--- config.mk ---
export PLATFORM = sky130hd
export DESIGN_NAME = warmup_moving_average_top
export DESIGN_NICKNAME = d
export VERILOG_FILES = /design/src/rtl/wma_pkg.sv /design/src/rtl/warmup_moving_average_top.sv /design/src/rtl/wma_ram.sv /design/src/rtl/wma_ctrl.sv /design/src/rtl/wma_dp.sv
export SDC_FILE = /design/constraint.sdc
export NUM_CORES = 1
export LEC_CHECK = 0
export BUFFER_PORTS_ARGS = -buffer_cell sky130_fd_sc_hd__buf_4
export CORE_UTILIZATION = 50
export CTS_CLUSTER_SIZE = 40
export DETAILED_ROUTE_END_ITERATION = 12
export PLACE_DENSITY_LB_ADDON = 0.12
export SYNTH_ARGS = -nofsm -noshare
export SYNTH_HDL_FRONTEND = slang
export SYNTH_HIERARCHICAL = 1
export SYNTH_SLANG_ARGS = --single-unit
export TNS_END_PERCENT = 1
--- constraint.sdc ---
create_clock -name aclk -period 4.3 [get_ports aclk]
set_input_delay 0.86 -clock aclk [delete_from_list [all_inputs] [get_ports aclk]]
set_output_delay 0.86 -clock aclk [all_outputs]
set_load 0.01 [all_outputs]
--- src/rtl/wma_pkg.sv ---
// Shared constants and controller/datapath interface types for the moving average block.
`timescale 1ns / 1ps
package wma_pkg;

    localparam int SAMPLE_W       = 16;
    localparam int HELD_W         = 5;
    localparam int WINDOW_DEFAULT = 20;

    // Controller to datapath commands
    typedef struct packed {
        logic capture;  // latch the input sample
        logic read;     // read the ring slot about to be overwritten
        logic update;   // write ring, update sum, count and slot
        logic prep;     // load divider with rounded magnitude
        logic step;     // one restoring division step
        logic load;     // load result into output register
    } wma_cmd_t;

    // Datapath to controller status
    typedef struct packed {
        logic div_last; // current division step is the final one
    } wma_sts_t;

endpackage

--- src/rtl/warmup_moving_average_top.sv ---
// Top level of the moving average block with warm-up.
`timescale 1ns / 1ps
// Moving average of signed depth samples over the last WINDOW samples.
// Input channel s_*: one 16-bit signed sample per transfer. Result channel m_*:
// one transfer per sample, carrying the mean of the held samples, rounded half
// away from zero, and the number of samples held (grows 1..WINDOW, then stays).
// Timing: after an input transfer the controller steps through a ring read, a
// ring/sum update, a divider load, SUM_W restoring division steps (one quotient
// bit per cycle, SUM_W = 16 + clog2(WINDOW+1), 21 at WINDOW = 20) and a result
// load, which raises m_valid. The next sample is accepted only after that load;
// s_ready is low while a sample is being processed.
// The output register holds a finished result while m_ready is low; the next
// sample is accepted meanwhile, and its result waits in the deliver state until
// the output register is taken.
// Reset (aresetn low, synchronous): count, sum and write slot clear, m_valid
// drops and s_ready goes high. Ring contents are not cleared; an entry is only
// used after it has been written.
module warmup_moving_average_top #(
    parameter int WINDOW = wma_pkg::WINDOW_DEFAULT
) (
    input  logic                                aclk,
    input  logic                                aresetn,
    input  logic                                s_valid,
    output logic                                s_ready,
    input  logic signed [wma_pkg::SAMPLE_W-1:0] s_depth_sample,
    output logic                                m_valid,
    input  logic                                m_ready,
    output logic signed [wma_pkg::SAMPLE_W-1:0] m_average_depth,
    output logic        [wma_pkg::HELD_W-1:0]   m_samples_held
);

    wma_pkg::wma_cmd_t cmd;
    wma_pkg::wma_sts_t sts;

    wma_ctrl u_ctrl (
        .aclk    (aclk),
        .aresetn (aresetn),
        .s_valid (s_valid),
        .s_ready (s_ready),
        .m_valid (m_valid),
        .m_ready (m_ready),
        .cmd     (cmd),
        .sts     (sts)
    );

    wma_dp #(
        .WINDOW (WINDOW)
    ) u_dp (
        .aclk            (aclk),
        .aresetn         (aresetn),
        .cmd             (cmd),
        .sts             (sts),
        .s_depth_sample  (s_depth_sample),
        .m_average_depth (m_average_depth),
        .m_samples_held  (m_samples_held)
    );

endmodule

--- src/rtl/wma_ram.sv ---
// Generic single-write, single-read RAM with registered read data.
`timescale 1ns / 1ps
module wma_ram #(
    parameter int WIDTH = 16,
    parameter int DEPTH = 20,
    localparam int AW = (DEPTH > 1) ? $clog2(DEPTH) : 1
) (
    input  logic             aclk,
    input  logic             we,
    input  logic [AW-1:0]    waddr,
    input  logic [WIDTH-1:0] wdata,
    input  logic             re,
    input  logic [AW-1:0]    raddr,
    output logic [WIDTH-1:0] rdata
);

    logic [WIDTH-1:0] mem_reg [DEPTH];
    logic [WIDTH-1:0] rdata_reg;

    always_ff @(posedge aclk) begin
        if (we) begin
            mem_reg[waddr] <= wdata;
        end
        if (re) begin
            rdata_reg <= mem_reg[raddr];
        end
    end

    assign rdata = rdata_reg;

endmodule

--- src/rtl/wma_ctrl.sv ---
// Controller state machine: sequences ring update, division and result handoff.
`timescale 1ns / 1ps
module wma_ctrl (
    input  logic              aclk,
    input  logic              aresetn,
    input  logic              s_valid,
    output logic              s_ready,
    output logic              m_valid,
    input  logic              m_ready,
    output wma_pkg::wma_cmd_t cmd,
    input  wma_pkg::wma_sts_t sts
);

    typedef enum logic [2:0] {
        ST_IDLE,
        ST_READ,
        ST_UPDATE,
        ST_PREP,
        ST_DIVIDE,
        ST_DELIVER
    } state_t;

    state_t state_reg, state_next;
    logic   s_ready_reg, s_ready_next;
    logic   m_valid_reg, m_valid_next;

    always_comb begin
        state_next = state_reg;
        cmd        = '0;
        unique case (state_reg)
            ST_IDLE: begin
                if (s_valid && s_ready_reg) begin
                    cmd.capture = 1'b1;
                    state_next  = ST_READ;
                end
            end
            ST_READ: begin
                cmd.read   = 1'b1;
                state_next = ST_UPDATE;
            end
            ST_UPDATE: begin
                cmd.update = 1'b1;
                state_next = ST_PREP;
            end
            ST_PREP: begin
                cmd.prep   = 1'b1;
                state_next = ST_DIVIDE;
            end
            ST_DIVIDE: begin
                cmd.step = 1'b1;
                if (sts.div_last) begin
                    state_next = ST_DELIVER;
                end
            end
            ST_DELIVER: begin
                // output register free, or its transfer completes this cycle
                if (!m_valid_reg || m_ready) begin
                    cmd.load   = 1'b1;
                    state_next = ST_IDLE;
                end
            end
            default: state_next = ST_IDLE;
        endcase
    end

    assign s_ready_next = (state_next == ST_IDLE);
    assign m_valid_next = cmd.load ? 1'b1 : (m_ready ? 1'b0 : m_valid_reg);

    always_ff @(posedge aclk) begin
        if (!aresetn) begin
            state_reg   <= ST_IDLE;
            s_ready_reg <= 1'b1;
            m_valid_reg <= 1'b0;
        end else begin
            state_reg   <= state_next;
            s_ready_reg <= s_ready_next;
            m_valid_reg <= m_valid_next;
        end
    end

    assign s_ready = s_ready_reg;
    assign m_valid = m_valid_reg;

endmodule

--- src/rtl/wma_dp.sv ---
// Datapath: sample ring, running sum, held count and restoring divider.
`timescale 1ns / 1ps
module wma_dp #(
    parameter int WINDOW = wma_pkg::WINDOW_DEFAULT
) (
    input  logic                                aclk,
    input  logic                                aresetn,
    input  wma_pkg::wma_cmd_t                   cmd,
    output wma_pkg::wma_sts_t                   sts,
    input  logic signed [wma_pkg::SAMPLE_W-1:0] s_depth_sample,
    output logic signed [wma_pkg::SAMPLE_W-1:0] m_average_depth,
    output logic        [wma_pkg::HELD_W-1:0]   m_samples_held
);

    localparam int SW     = wma_pkg::SAMPLE_W;
    localparam int CNT_W  = $clog2(WINDOW + 1);
    localparam int SLOT_W = (WINDOW > 1) ? $clog2(WINDOW) : 1;
    localparam int SUM_W  = SW + CNT_W;
    localparam int STEP_W = $clog2(SUM_W);

    logic signed [SW-1:0]    sample_reg;
    logic signed [SW-1:0]    old_sample;
    logic [SLOT_W-1:0]       slot_reg, slot_next;
    logic [CNT_W-1:0]        cnt_reg, cnt_next;
    logic signed [SUM_W-1:0] sum_reg, sum_next;
    logic                    full;

    logic [SUM_W-1:0]        num_reg, num_next;
    logic [CNT_W-1:0]        rem_reg, rem_next;
    logic [STEP_W-1:0]       step_reg, step_next;
    logic                    neg_reg;
    logic [SUM_W-1:0]        half;
    logic [CNT_W:0]          rem_shift;
    logic                    ge;
    logic [SW-1:0]           quo;
    logic signed [SW-1:0]    avg_reg;
    logic [wma_pkg::HELD_W-1:0] held_reg;

    wma_ram #(
        .WIDTH (SW),
        .DEPTH (WINDOW)
    ) u_ring (
        .aclk  (aclk),
        .we    (cmd.update),
        .waddr (slot_reg),
        .wdata (sample_reg),
        .re    (cmd.read),
        .raddr (slot_reg),
        .rdata (old_sample)
    );

    // Ring update: oldest sample drops out only once the window is full
    assign full      = (cnt_reg == CNT_W'(WINDOW));
    assign sum_next  = sum_reg + SUM_W'(sample_reg) - (full ? SUM_W'(old_sample) : '0);
    assign cnt_next  = full ? cnt_reg : cnt_reg + 1'b1;
    assign slot_next = (slot_reg == SLOT_W'(WINDOW - 1)) ? '0 : slot_reg + 1'b1;

    always_ff @(posedge aclk) begin
        if (!aresetn) begin
            slot_reg <= '0;
            cnt_reg  <= '0;
            sum_reg  <= '0;
        end else if (cmd.update) begin
            slot_reg <= slot_next;
            cnt_reg  <= cnt_next;
            sum_reg  <= sum_next;
        end
    end

    always_ff @(posedge aclk) begin
        if (cmd.capture) begin
            sample_reg <= s_depth_sample;
        end
    end

    // Rounding half away from zero: divide |sum| + count/2 by count
    assign half      = SUM_W'(cnt_reg >> 1);
    assign rem_shift = {rem_reg, num_reg[SUM_W-1]};
    assign ge        = (rem_shift >= {1'b0, cnt_reg});

    always_comb begin
        num_next  = num_reg;
        rem_next  = rem_reg;
        step_next = step_reg;
        if (cmd.prep) begin
            num_next  = sum_reg[SUM_W-1] ? (half - $unsigned(sum_reg))
                                         : ($unsigned(sum_reg) + half);
            rem_next  = '0;
            step_next = '0;
        end else if (cmd.step) begin
            num_next  = {num_reg[SUM_W-2:0], ge};
            rem_next  = ge ? CNT_W'(rem_shift - {1'b0, cnt_reg}) : CNT_W'(rem_shift);
            step_next = step_reg + 1'b1;
        end
    end

    always_ff @(posedge aclk) begin
        num_reg  <= num_next;
        rem_reg  <= rem_next;
        step_reg <= step_next;
        if (cmd.prep) begin
            neg_reg <= sum_reg[SUM_W-1];
        end
    end

    assign sts.div_last = (step_reg == STEP_W'(SUM_W - 1));

    // Quotient magnitude never exceeds 32768, so 16 bits hold it before negation
    assign quo = num_reg[SW-1:0];

    always_ff @(posedge aclk) begin
        if (cmd.load) begin
            avg_reg  <= neg_reg ? (~quo + 1'b1) : quo;
            held_reg <= wma_pkg::HELD_W'(cnt_reg);
        end
    end

    assign m_average_depth = avg_reg;
    assign m_samples_held  = held_reg;

endmodule

# == Yosys cells after proc, flatten, opt, wreduce, memory -nomap -nowiden ==
# Memories as Yosys holds them, arrays and structs flattened. A register that Yosys moved wholly into a read port is not among the register bits.
# Index checks and enable logic that the tools add are counted.
# totals
mem_count,1
in_bits,20
mem_bits_rw,320
wordCells,65
regBits,105
out_inout_bits,23
# mem_list
memory,depth,width,read_ports,rd_clocked_by_memory_dff,write_ports,line,rtl
u_dp.u_ring.mem_reg,20,16,1,1,1,wma_ram.sv:17,logic [WIDTH-1:0] mem_reg [DEPTH];
# classes
addsub,9
bitwise_logic,2
n_mux,23
eq_ne,8
n_reduce_logical,8
order_cmp,1
# ops
operator,n
$mux 21,4
$add 21x21->21,1
$add 21x4->21,1
$sub 21x21->21,1
$sub 4x21->21,1
$pmux 3 s6,1
$add 16x1->16 const B,1
$mux 16,1
$not 16->16,1
$add 5x1->5 const B,3
$eq 5x5->1 const B,3
$mux 1,12
$mux 5,2
$mux 3,3
$eq 3x2->1 const B,2
$eq 3x3->1 const B,2
$ge 6x5->1,1
$logic_not 3->1,2
$sub 5x5->5,1
$reduce_bool 2->1,2
$eq 3x1->1 const B,1
$reduce_and 2->1,1
$logic_and 1x1->1,1
$logic_not 1->1,1
other kinds (2),2

# == Logic depth before layout (Yosys ltp) ==
# depth
word_depth,5
ltp_mapped,18
mapped_depth_nobuf,17

# == Hierarchy ==
# The synthesis kept the hierarchy.
# by_module_without_submodules
mod,instances,cells_each,seq_area_each_um2,area_each_um2
wma_ram,1,682,10089.7,12941.2
wma_dp,1,746,2592.5,7025.5
wma_ctrl,1,32,100.1,286.5

# == Worst setup path before layout ==
# No wires, ideal clock.
# synth_timing
kind,register to register
from,register u_dp.cnt_reg[1]
to,register u_dp.sum_reg[16]
required_time_ns,4.194
n_path_buf,1
stages_incl_launch_ff,18
synth_period_minus_slack_ns,3.842
setup_ns,0.106
t_arrival_ns,3.736
path_slack_ns,0.458
path_cell_list,dfxtp_1 -> inv_1 -> ha_1 -> nand2_1 -> nor3_1 -> clkbuf_1 -> and2_1 -> fa_1 -> inv_1 -> ha_1 -> a21oi_1 -> o21ai_0 -> or3b_2 -> o211ai_1 -> a21boi_0 -> o21ai_0 -> mux2_2 -> o311ai_0
# synth_between
elab_chain_len,3
# synth_rtl
element,line,rtl
"start, declared",wma_dp.sv:24,"logic [CNT_W-1:0] cnt_reg, cnt_next;"
"start signal, assigned",wma_dp.sv:65,cnt_reg <= cnt_next;
$eq 5x5->1,wma_dp.sv:53,assign full = (cnt_reg == CNT_W'(WINDOW));
$mux 21,wma_dp.sv:54,assign sum_next = sum_reg + SUM_W'(sample_reg) - (full ? SUM_W'(old_sample) : '0);
$sub 21x21->21,wma_dp.sv:54,
"end signal, assigned",wma_dp.sv:66,sum_reg <= sum_next;
"end, declared",wma_dp.sv:25,"logic signed [SUM_W-1:0] sum_reg, sum_next;"
# No other way between the ends.
# A chain may end at the register's enable or synchronous reset.

# == Worst setup path in the final report ==
# layout_timing
from,register u_dp.cnt_reg[0]
to,register u_dp.sum_reg[16]
# Same word-level chain as after synthesis.

==> flow_summary.yaml <==
synthesis:
  async_flop_share: 0
  synthAdderAreaFrac: 0.0452
  synth_top_family_by_area: "multiplexers"
  synth_cells: 1460
  synth_flop_cell: "edfxtp_1"
  synth.avg_cell_area_um2: 13.9
  yosysUniqueCellTypes: 82
  muxShareOfSynthArea: 0.0951
  synth-compound-area-share: 0.0769
  synthXorXnorAreaFrac: 0.0293
  yosysTopAreaCellShare: 0.586
  synth_seq_area_share: 0.631
  synth_seq_cells: 441
  synth_nets: 1540
  ys_warn_count: 6
  ys_top_cells_by_area: "edfxtp_1 59%, mux2i_1 5.7%, dfxtp_1 4.5%"
  yosys.area_share.simple: 0.0874
  syn_area_um2: 20300
  synth_top_cell_by_area: "edfxtp_1"
  synth_edf_count: 395
power_and_ir_drop:
  cellPowerDensity_nw_per_um2: 637
  combPwrFrac: 0.356
  clkPwrFrac: 0.262
  switching_share: 0.342
  p_seq_frac: 0.382
  ir_drop_mv: 0.334
  p_leak_nw: 7.74
  switchingPower_mw: 4.98
  p_int_mw: 9.57
critical_path:
  start_kind: "flip-flop"
  criticalPathCategory: "reg -> reg"
  cp_max_fo: 10
  critical_path.endpoint_type: "flip-flop"
  crit_family: "adder cells"
  cp_data_required_time_ns: 4.76
  crit_slowest_cell: "or3b_2"
  worstPathArrival_ns: 4.51
  critPathBufInv: 3
  crit_chain: "inv_1, ha_1, nand2_1, nor3_4, buf_4, and2_1, fa_1, inv_1, ha_1, a21oi_1, o21ai_0, or3b_2, o211ai_1, a21boi_0, o21ai_0, mux2_2, o311ai_0"
  cp_slowest_stage_delay_ns: 0.51
  reg2reg_setup_slack_ns: 0.25
sta:
  slew_viol_final: 0
  fin_worst_skew_ns: 0.0218
  hold_viol_final: 0
  rsz0062_at_grt: "no"
  finalCritPeriodShare: 0.942
  fmax_mhz: 247
  setup-violations-final: 0
  max_slew.worst_pin.slew_ns: 1.06
  layout_min_cycle_time_ns: 4.05
  maxSlewHeadroom: 0.289
  postLayoutSetupSlackWorst_ns: 0.251
  tns_ns: 0
cts:
  clkSinkCount: 441
  cts_tree: "done"
  cts_buffers: 47
  clk_pin_slew_worst_paths_ns: 0.06
  cts_max_level: 2
  clock_latency_ns: 0.60
  clock_path_buffers: 3
  cts_root_buffer: "clkbuf_16"
finish:
  fin_nets: 1623
  n_antenna_cell: 0
  layout-drive-gt1-share: 0.160
  fill_cells: 3238
  syn2layout_area_growth_pct: 12.7
  fin_util: 0.573
  mostFrequentLayoutCells: "395 x edfxtp_1, 116 x mux2i_1, 98 x buf_4, 96 x inv_1, 93 x nor2_1"
  largest_reg_flops: 320
  layout_commonest_cell: "edfxtp_1"
route:
  firstDrtPassIters: 5
  num_vias: 11900
  vias_per_cell: 5.65
  totalWireLength_mm: 43.0
  wire_per_inst_um: 20.4
  drt_iter0_drc: 728
  drcViolationCount: 0
  drtAntennaViolNets: 0
grt:
  grt_pass1_vias: 11800
  antenna_found_initial: 1
  track_usage: 0.213
  grt_pass1_wl_mm: 66.6
  gr-total-overflow: 0
  grt_max_degree: 74
floorplan:
  die_h_um: 203
  num_rows: 73
  start_util: 0.509
  pin_count: 43
  core-area_um2: 39800
  die_x_um: 203
  die-area_um2: 41300
run_status:
  status: "finished clean"
flow_run:
  maxCapViolations: 0
placed_design:
  port_buffers: 42
  dp_hpwl_mm: 28.5
  place_ws_ns: 0.109
  gp_congestion: 0.843
hold_path:
  hold_class: "in -> reg"
==> Yosys cell counts, types with 15 or more instances <==
cell type    n
dfxtp_1     46
xnor2_1     45
inv_1       96
o21ai_0     47
nand4_1     23
mux4_2      15
xor2_1      19
o22ai_1     27
mux2i_1    116
edfxtp_1   395
a21oi_1     43
and2_1      20
nor2_1      95
nand2_1     57
ha_1        38
clkbuf_1    24
fa_1        22
nor3_1      21
a22oi_1     17
mux2_2      33
a211oi_1    22
==> per-layer routing <==
metal / vias up / global-route usage / part of all wire
met3: 68 / 0.0364 / 0.046
met5: - / 0 / 0.00021
met1: 5931 / 0.274 / 0.43
li1: 5671 / - / -
met4: 2 / 0.0744 / 0.026
met2: 234 / 0.362 / 0.49
==> timing repair <==
| item | in CTS | in global routing |
|---|---|---|
| hold buffers | 0 | 0 |
| endpoints found under the setup margin | 0 | 3 |
| hold endpoints to repair | 0 | 0 |
| setup buffers | 0 | 1 |
| resized for setup | 0 | 3 |
==> final cells by class <==
| class | count | area, µm² | share of cell area |
|---|---|---|---|
| clock inverter | 31 | 233 | 0.0102 |
| multi-input combinational | 857 | 6800 | 0.298 |
| clock buffer | 57 | 1230 | 0.0541 |
| tap | 525 | 657 | 0.0288 |
| sequential | 441 | 12800 | 0.560 |
| timing repair buffer | 99 | 756 | 0.0331 |
| inverter | 97 | 364 | 0.0159 |
==> power by group through the flow <==
stage	clock, mW	combinational (mW)	sequential (mW)
2_1_floorplan	0	4.20	5.47
6_report	3.81	5.18	5.56
5_1_grt	4.04	5.75	5.61
3_3_place_gp	0	5.08	5.65
4_1_cts	3.90	5.20	5.57
3_5_place_dp	0	5.17	5.65
==> cell families after synthesis <==
family	Yosys count
buffers and inverters	162
adders and majority gates	60
DFF	441
muxes	169
AOI/OAI and AO/OA	237
and+or+nand+nor	325
xor gates and xnor gates	66
==> stage by stage <==
| step | hold slack, ns | power [mW] | std cells | area [µm²] |
|---|---|---|---|---|
| after floorplan | 0.403 | 9.67 | 1460 | 20300 |
| after global placement | 0.448 | 10.7 | 2018 | 21300 |
| after detailed placement | 0.475 | 10.8 | 2018 | 21300 |
| after CTS | 0.411 | 14.7 | 2106 | 22800 |
| after global routing | 0.427 | 15.4 | 2107 | 22800 |
| final | 0.439 | 14.5 | 2107 | 22800 |
==> path summary, 6_finish.rpt <==
kind | from | end | depth (start not counted)
max reg2reg | u_dp/cnt_reg[0] | u_dp/sum_reg[16] | 17
min reg2reg | u_dp/cnt_reg[4] | u_dp/m_samples_held[4] | 0
max | u_dp/cnt_reg[0] | u_dp/sum_reg[16] | 17
min | s_depth_sample[14] | u_dp/sample_reg[14] | 1
No activity file was read; power rests on OpenSTA's default activity.
